`config.mk`:
```
export PLATFORM = sky130hd
export DESIGN_NAME = bag_priority_table
export DESIGN_NICKNAME = d
export VERILOG_FILES = /design/src/rtl/bpt_pkg.sv /design/src/rtl/bpt_scan_unit.sv /design/src/rtl/bag_priority_table.sv
export SDC_FILE = /design/constraint.sdc
export NUM_CORES = 1
export LEC_CHECK = 0
export ABC_AREA = 1
export ABC_CLOCK_PERIOD_IN_PS = 6050
export BUFFER_PORTS_ARGS = -buffer_cell sky130_fd_sc_hd__buf_2
export CAP_MARGIN = 20
export CORE_ASPECT_RATIO = 0.9
export CORE_MARGIN = 8
export CORE_UTILIZATION = 35
export CTS_CLUSTER_SIZE = 8
export DETAILED_ROUTE_END_ITERATION = 8
export PLACE_DENSITY = 0.49
export SYNTH_ARGS = -nofsm -noshare
export SYNTH_HDL_FRONTEND = slang
export SYNTH_SLANG_ARGS = --single-unit
```
`constraint.sdc`:
```
create_clock -name clk -period 6.05 [get_ports clk]
set_input_delay 0.9075 -clock clk [delete_from_list [all_inputs] [get_ports clk]]
set_output_delay 0.9075 -clock clk [all_outputs]
set_load 0.05 [all_outputs]
```
`src/rtl/bpt_pkg.sv`:
```
package bpt_pkg;

    localparam int TABLE_DEPTH = 16;
    localparam int IDX_W       = (TABLE_DEPTH > 1) ? $clog2(TABLE_DEPTH) : 1;
    localparam int HELD_W      = $clog2(TABLE_DEPTH + 1);
    localparam int COUNT_W     = 5;
    localparam int VALUE_W     = 32;

    typedef enum logic [1:0] {
        OP_INSERT = 2'd0,
        OP_DELETE = 2'd1,
        OP_SEARCH = 2'd2
    } opcode_t;

    typedef enum logic [1:0] {
        ST_OK        = 2'd0,
        ST_NOT_FOUND = 2'd1,
        ST_FULL      = 2'd2,
        ST_LAST_KEPT = 2'd3
    } status_t;

    typedef struct packed {
        logic                      vld;
        logic [IDX_W-1:0]          idx;
        logic                      slot_vld;
        logic signed [VALUE_W-1:0] data;
    } scan_elem_t;

    typedef struct packed {
        logic                      any;
        logic signed [VALUE_W-1:0] hi;
        logic signed [VALUE_W-1:0] lo;
        logic                      match_found;
        logic [IDX_W-1:0]          match_idx;
        logic                      free_found;
        logic [IDX_W-1:0]          free_idx;
    } scan_acc_t;

endpackage

```
`src/rtl/bpt_scan_unit.sv`:
```
module bpt_scan_unit (
    input  logic                               clk,
    input  logic                               rst_n,
    input  logic                               clear,
    input  logic                               skip_first,
    input  logic signed [bpt_pkg::VALUE_W-1:0] key,
    input  bpt_pkg::scan_elem_t                elem,
    output bpt_pkg::scan_acc_t                 acc
);

    bpt_pkg::scan_acc_t acc_reg;
    bpt_pkg::scan_acc_t acc_next;

    logic hit;
    logic take;

    // One slot per cycle while elem.vld is high: the first matching slot is skipped from the extremes
    // when a delete is going to remove it.
    always_comb
    begin
        acc_next = acc_reg;
        hit      = elem.slot_vld && (elem.data == key);
        take     = elem.slot_vld && !(hit && !acc_reg.match_found && skip_first);
        if (hit && !acc_reg.match_found)
        begin
            acc_next.match_found = 1'b1;
            acc_next.match_idx   = elem.idx;
        end
        if (!elem.slot_vld && !acc_reg.free_found)
        begin
            acc_next.free_found = 1'b1;
            acc_next.free_idx   = elem.idx;
        end
        if (take)
        begin
            if (!acc_reg.any)
            begin
                acc_next.any = 1'b1;
                acc_next.hi  = elem.data;
                acc_next.lo  = elem.data;
            end
            else
            begin
                if (elem.data > acc_reg.hi)
                begin
                    acc_next.hi = elem.data;
                end
                if (elem.data < acc_reg.lo)
                begin
                    acc_next.lo = elem.data;
                end
            end
        end
    end

    always_ff @(posedge clk or negedge rst_n)
    begin
        if (!rst_n)
        begin
            acc_reg <= '0;
        end
        else if (clear)
        begin
            acc_reg <= '0;
        end
        else if (elem.vld)
        begin
            acc_reg <= acc_next;
        end
    end

    assign acc = acc_reg;

endmodule

```
`src/rtl/bag_priority_table.sv`:
```
// Channel   Ports                                        Handshake
// command   opcode, item_value                           start high while busy low
// result    status, max_value, min_value, entry_count    done high for one cycle
//
// Each word runs through the slot scan, which reads one slot of the value memory
// per cycle, then through a drain state for the read and a commit state.
// A new word can be accepted in the cycle that shows the previous result.
// The receiver cannot hold a result off, so done is never stretched.
// Reset clears all valid bits and the count at once; no clearing pass is needed.
module bag_priority_table (
    input  logic                               clk,
    input  logic                               rst_n,
    input  logic                               start,
    output logic                               busy,
    input  logic [1:0]                         opcode,
    input  logic signed [bpt_pkg::VALUE_W-1:0] item_value,
    output logic                               done,
    output logic [1:0]                         status,
    output logic signed [bpt_pkg::VALUE_W-1:0] max_value,
    output logic signed [bpt_pkg::VALUE_W-1:0] min_value,
    output logic [bpt_pkg::COUNT_W-1:0]        entry_count
);

    typedef enum logic [1:0] {
        S_IDLE,
        S_SCAN,
        S_DRAIN,
        S_COMMIT
    } state_t;

    localparam logic [bpt_pkg::IDX_W-1:0] LAST_IDX = bpt_pkg::IDX_W'(bpt_pkg::TABLE_DEPTH - 1);

    state_t                               state_reg;
    logic [1:0]                           op_reg;
    logic signed [bpt_pkg::VALUE_W-1:0]   value_reg;
    logic [bpt_pkg::IDX_W-1:0]            scan_idx_reg;
    logic [bpt_pkg::TABLE_DEPTH-1:0]      valid_reg;
    logic [bpt_pkg::HELD_W-1:0]           held_reg;
    logic                                 done_reg;
    logic [1:0]                           status_reg;
    logic signed [bpt_pkg::VALUE_W-1:0]   max_reg;
    logic signed [bpt_pkg::VALUE_W-1:0]   min_reg;

    logic signed [bpt_pkg::VALUE_W-1:0]   slot_mem [bpt_pkg::TABLE_DEPTH];
    logic signed [bpt_pkg::VALUE_W-1:0]   rd_data_reg;
    logic [bpt_pkg::IDX_W-1:0]            p_idx_reg;
    logic                                 p_vld_reg;

    logic                                 accept;
    logic                                 skip_first;
    bpt_pkg::scan_elem_t                  elem;
    bpt_pkg::scan_acc_t                   acc;

    logic [1:0]                           status_next;
    logic signed [bpt_pkg::VALUE_W-1:0]   max_next;
    logic signed [bpt_pkg::VALUE_W-1:0]   min_next;
    logic [bpt_pkg::TABLE_DEPTH-1:0]      valid_next;
    logic [bpt_pkg::HELD_W-1:0]           held_next;
    logic                                 wr_en;

    assign accept     = start && (state_reg == S_IDLE);
    assign skip_first = (op_reg == bpt_pkg::OP_DELETE) && (held_reg != bpt_pkg::HELD_W'(1));

    assign elem.vld      = p_vld_reg;
    assign elem.idx      = p_idx_reg;
    assign elem.slot_vld = valid_reg[p_idx_reg];
    assign elem.data     = rd_data_reg;

    bpt_scan_unit u_scan (
        .clk        (clk),
        .rst_n      (rst_n),
        .clear      (accept),
        .skip_first (skip_first),
        .key        (value_reg),
        .elem       (elem),
        .acc        (acc)
    );

    always_comb
    begin
        status_next = bpt_pkg::ST_NOT_FOUND;
        max_next    = acc.any ? acc.hi : '0;
        min_next    = acc.any ? acc.lo : '0;
        valid_next  = valid_reg;
        held_next   = held_reg;
        wr_en       = 1'b0;
        case (op_reg)
            bpt_pkg::OP_INSERT:
            begin
                if (acc.free_found)
                begin
                    status_next               = bpt_pkg::ST_OK;
                    valid_next[acc.free_idx]  = 1'b1;
                    held_next                 = held_reg + bpt_pkg::HELD_W'(1);
                    wr_en                     = 1'b1;
                    if (!acc.any || value_reg > acc.hi)
                    begin
                        max_next = value_reg;
                    end
                    if (!acc.any || value_reg < acc.lo)
                    begin
                        min_next = value_reg;
                    end
                end
                else
                begin
                    status_next = bpt_pkg::ST_FULL;
                end
            end
            bpt_pkg::OP_DELETE:
            begin
                if (held_reg == bpt_pkg::HELD_W'(1))
                begin
                    status_next = bpt_pkg::ST_LAST_KEPT;
                end
                else if (acc.match_found)
                begin
                    status_next               = bpt_pkg::ST_OK;
                    valid_next[acc.match_idx] = 1'b0;
                    held_next                 = held_reg - bpt_pkg::HELD_W'(1);
                end
            end
            bpt_pkg::OP_SEARCH:
            begin
                if (acc.match_found)
                begin
                    status_next = bpt_pkg::ST_OK;
                end
            end
            default:
            begin
                status_next = bpt_pkg::ST_NOT_FOUND;
            end
        endcase
    end

    always_ff @(posedge clk)
    begin
        if (state_reg == S_COMMIT && wr_en)
        begin
            slot_mem[acc.free_idx] <= value_reg;
        end
        rd_data_reg <= slot_mem[scan_idx_reg];
    end

    always_ff @(posedge clk or negedge rst_n)
    begin
        if (!rst_n)
        begin
            state_reg    <= S_IDLE;
            op_reg       <= '0;
            value_reg    <= '0;
            scan_idx_reg <= '0;
            valid_reg    <= '0;
            held_reg     <= '0;
            p_idx_reg    <= '0;
            p_vld_reg    <= 1'b0;
            done_reg     <= 1'b0;
            status_reg   <= '0;
            max_reg      <= '0;
            min_reg      <= '0;
        end
        else
        begin
            done_reg  <= (state_reg == S_COMMIT);
            p_vld_reg <= (state_reg == S_SCAN);
            p_idx_reg <= scan_idx_reg;
            case (state_reg)
                S_IDLE:
                begin
                    if (start)
                    begin
                        op_reg       <= opcode;
                        value_reg    <= item_value;
                        scan_idx_reg <= '0;
                        state_reg    <= S_SCAN;
                    end
                end
                S_SCAN:
                begin
                    if (scan_idx_reg == LAST_IDX)
                    begin
                        state_reg <= S_DRAIN;
                    end
                    else
                    begin
                        scan_idx_reg <= scan_idx_reg + bpt_pkg::IDX_W'(1);
                    end
                end
                S_DRAIN:
                begin
                    state_reg <= S_COMMIT;
                end
                S_COMMIT:
                begin
                    valid_reg  <= valid_next;
                    held_reg   <= held_next;
                    status_reg <= status_next;
                    max_reg    <= max_next;
                    min_reg    <= min_next;
                    state_reg  <= S_IDLE;
                end
                default:
                begin
                    state_reg <= S_IDLE;
                end
            endcase
        end
    end

    assign busy        = (state_reg != S_IDLE);
    assign done        = done_reg;
    assign status      = status_reg;
    assign max_value   = max_reg;
    assign min_value   = min_reg;
    assign entry_count = bpt_pkg::COUNT_W'(held_reg);

endmodule

```
==> out/results.tsv <==
stage	metric	value	unit
detailed_routing	vias post-DR	24400	
logic_synthesis	register area share after synthesis	62.0	%
layout	area delta synth->final	14.1	%
detailed_routing	initial detailed-routing violation count	2136	
detailed_routing	DRC errors left	0	
pwr	switch share	42.1	%
die	Initial Util	35.1	%
timing	clk_skew	0.0320	ns
logic_synthesis	Post-synth top cells	634 x nand2_1, 512 x edfxtp_1, 299 x nor2_1	
layout	proportion of layout cells with a drive suffix above 1	9.63	%
setup_path	critical path capture point type	flop	
clock_tree	TritonCTS buffer count	104	
logic_synthesis	synthesized instance count	3184	
pwr	P_int	12.2	mW
setup_path	CP max stage delay	0.98	ns
timing	setup violators final	0	
global_routing	gr usage total	19.4	%
logic_synthesis	most common cell in the netlist	nand2_1	
detailed_routing	Post-DRT Antenna Nets	0	
worst_hold_path	Worst Hold Class	in -> async	
logic_synthesis	cell taking the most area after synthesis	edfxtp_1	
logic_synthesis	largest family of logic cells by synthesized area	simple AND/OR/NAND/NOR gates	
timing	fmax	269	MHz
pwr	cell leakage power	15.5	nW
layout	Util after Layout	40.0	%
pwr	Comb pwr share	34.6	%
setup_path	CP top delay family	simple AND/OR/NAND/NOR gates	
die	# rows	109	
pwr	Cell Pwr Density	539	nW/um2
detailed_routing	via/cell ratio	5.28	
die	total core area	97600	um2
logic_synthesis	top_reg_cell synth	edfxtp_1	
timing	RSZ-0062 raised after global routing	false	
logic_synthesis	largest cells by area after synthesis	edfxtp_1 45%, dfrtp_1 15%, nand2_1 7.0%	
layout	non-filler instance count after layout	4620	
flow_run	max-cap violation count	0	
logic_synthesis	syn nets	3356	
setup_path	required time of the critical path	6.61	ns
global_routing	largest net degree at the start of global routing	164	
timing	Worst Tran Pin Value	1.15	ns
logic_synthesis	#FFs+latches synth	752	
timing	final setup TNS	0	ns
timing	Fin. Hold Viols	0	
pwr	Seq pwr share	39.3	%
setup_path	Crit-path slowest cell	dfrtp_1	
setup_path	CP Buf/Inv Count	0	
logic_synthesis	post-synthesis mux area share	2.89	%
die	Total Die Area	108000	um2
logic_synthesis	simple-gate share of the synthesized area	14.7	%
logic_synthesis	Synth Cell Area	34200	um2
place	Placer Congestion	0.874	
clock_tree	Post-CTS Resized	0	
global_routing	GRT overflow	0	
logic_synthesis	Compound-Gate Fraction of Synth Area	9.96	%
clock_tree	H-tree depth	3	
timing	Final Cycle Share	61.4	%
setup_path	CP arrival	4.27	ns
die	chip width	346	um
pwr	Clock power frac	26.0	%
setup_path	WS Path Type	reg -> reg	
logic_synthesis	library cells used by synthesis	49	
layout	design area	39100	um2
detailed_routing	WL final	108	mm
logic_synthesis	Syn Area/Cell	10.8	um2
clock_tree	Hold Buf Count CTS	0	
layout	Filler Cell Count	9558	
clock_tree	setup bufs post-CTS	0	
layout	Final #Nets	3438	
logic_synthesis	EDFF count, synth	512	
detailed_routing	Wirelength per Cell	23.4	um
place	port bufs	109	
setup_path	crit-path most repeated cell	nand2_1	
clock_tree	TritonCTS clock tree	built	
setup_path	CP startpoint kind	flop	
setup_path	CP cell instances	ha_1, a21oi_1, nand2_1, nand2_1, nand2_1, nand2_1, nand2_1, nand2_2, nand2_2, nand2_4, nand3_4, nand2_1, o21ai_0, nand3_1, nand2_1	
die	I/O pins	110	
timing	max_slew headroom	23.4	%
clock_tree	Clock Latency Late Sink	0.67	ns
logic_synthesis	Synth top area share	44.9	%
logic_synthesis	Post-Synth XOR/XNOR Area	0.460	%
layout	number of flip-flops in the largest register	512	
logic_synthesis	adder-cell area share of the yosys netlist	4.93	%
setup_path	r2r setup slk	2.33	ns
place	HPWL Detailed	62.1	mm
clock_tree	Clock transition at path regs	0.05	ns
clock_tree	CTS Buffer Depth	3	
die	Chip Height	313	um
global_routing	initial antenna violation count	2	
detailed_routing	1st-pass router iterations	5	
place	cell total after placement	4436	
timing	Min Hold Slack	0.285	ns
clock_tree	Root Driver	clkbuf_16	
global_routing	vias in the first global route	23900	
outcome	status	finished clean	
logic_synthesis	Syn. warnings	0	
timing	Final min period	3.72	ns
pwr	Sw Pwr	8.87	mW
setup_path	crit-path max FO	21	
global_routing	first-pass GRT wire length	160	mm
logic_synthesis	asr flop ratio synth	27.7	%
place	Placement Cell Area	36100	um2
timing	final slew viol count	0	
clock_tree	CTS sink cnt	752	
pwr	Peak VDD IR	0.000321	V
-- stage by stage --
step,worst slack [ns],power (mW)
floorplan,1.45,12.9
global placement,2.43,15.6
detailed placement,2.38,15.6
CTS,2.36,21.2
global route,2.12,22.3
finish,2.33,21.1
-- per-layer routing --
layer,routed length (um),track usage [%],vias to the layer above,part of all wire (%)
met3,6580,3.38,150,6.1
li1,-,-,11400,-
met5,0,0,-,0
met1,50000,27.2,12100,46
met4,3150,6.45,0,2.9
met2,48500,30.5,724,45
-- area by class of cell --
class                           instances  area, um2  share of cell area, %
Clock buffer                          175       2900                   7.42
Timing Repair Buffer                  148        886                   2.27
Antenna cell                            2       5.00                 0.0128
Multi-Input combinational cell       2012      11400                   29.2
Sequential cell                       752      21200                   54.3
Inverter                              248        937                   2.40
Clock inverter                          7        111                  0.285
Tap cell                             1276       1600                   4.09
-- cells by family after synthesis --
logic type	Yosys count
buf+inv	420
fa+ha+maj	135
flops	752
simple gates	1212
xor+xnor	18
compound gates	548
mux	99
-- power groups by stage --
stage / Clock (mW) / Sequential [mW] / Combinational [mW]
final: 5.48 / 8.28 / 7.29
after global routing: 5.80 / 8.40 / 8.13
after CTS: 5.59 / 8.24 / 7.32
after detailed placement: 0 / 8.32 / 7.28
after global placement: 0 / 8.32 / 7.27
after floorplan: 0 / 8.16 / 4.72
-- path summary, 6_finish.rpt --
check	to	startpoint	depth (start not counted)
max reg2reg	min_value[4]	value_reg[3]	15
min	min_value[25]	rst_n	1
max in group asynchronous	scan_idx_reg[1]	rst_n	2
max	min_value[4]	value_reg[3]	15
min in group clk	value_reg[28]	item_value[28]	3
min reg2reg	p_idx_reg[3]	scan_idx_reg[3]	0
-- cells in the final DEF (no fill, tap or decap), types with 29 or more instances in the layout --
cell and n:
a21oi_1 83, buf_2 108, buf_4 36, clkbuf_1 69, clkbuf_16 105, dfrtp_1 204, dfxtp_1 32, edfxtp_1 512
ha_1 134, inv_1 241, mux2i_1 99, nand2_1 634, nand3_1 188, nor2_1 295, o211ai_1 31, o21ai_0 259
o221ai_1 101, o32ai_1 29
Power figures use the tool's default switching activity.
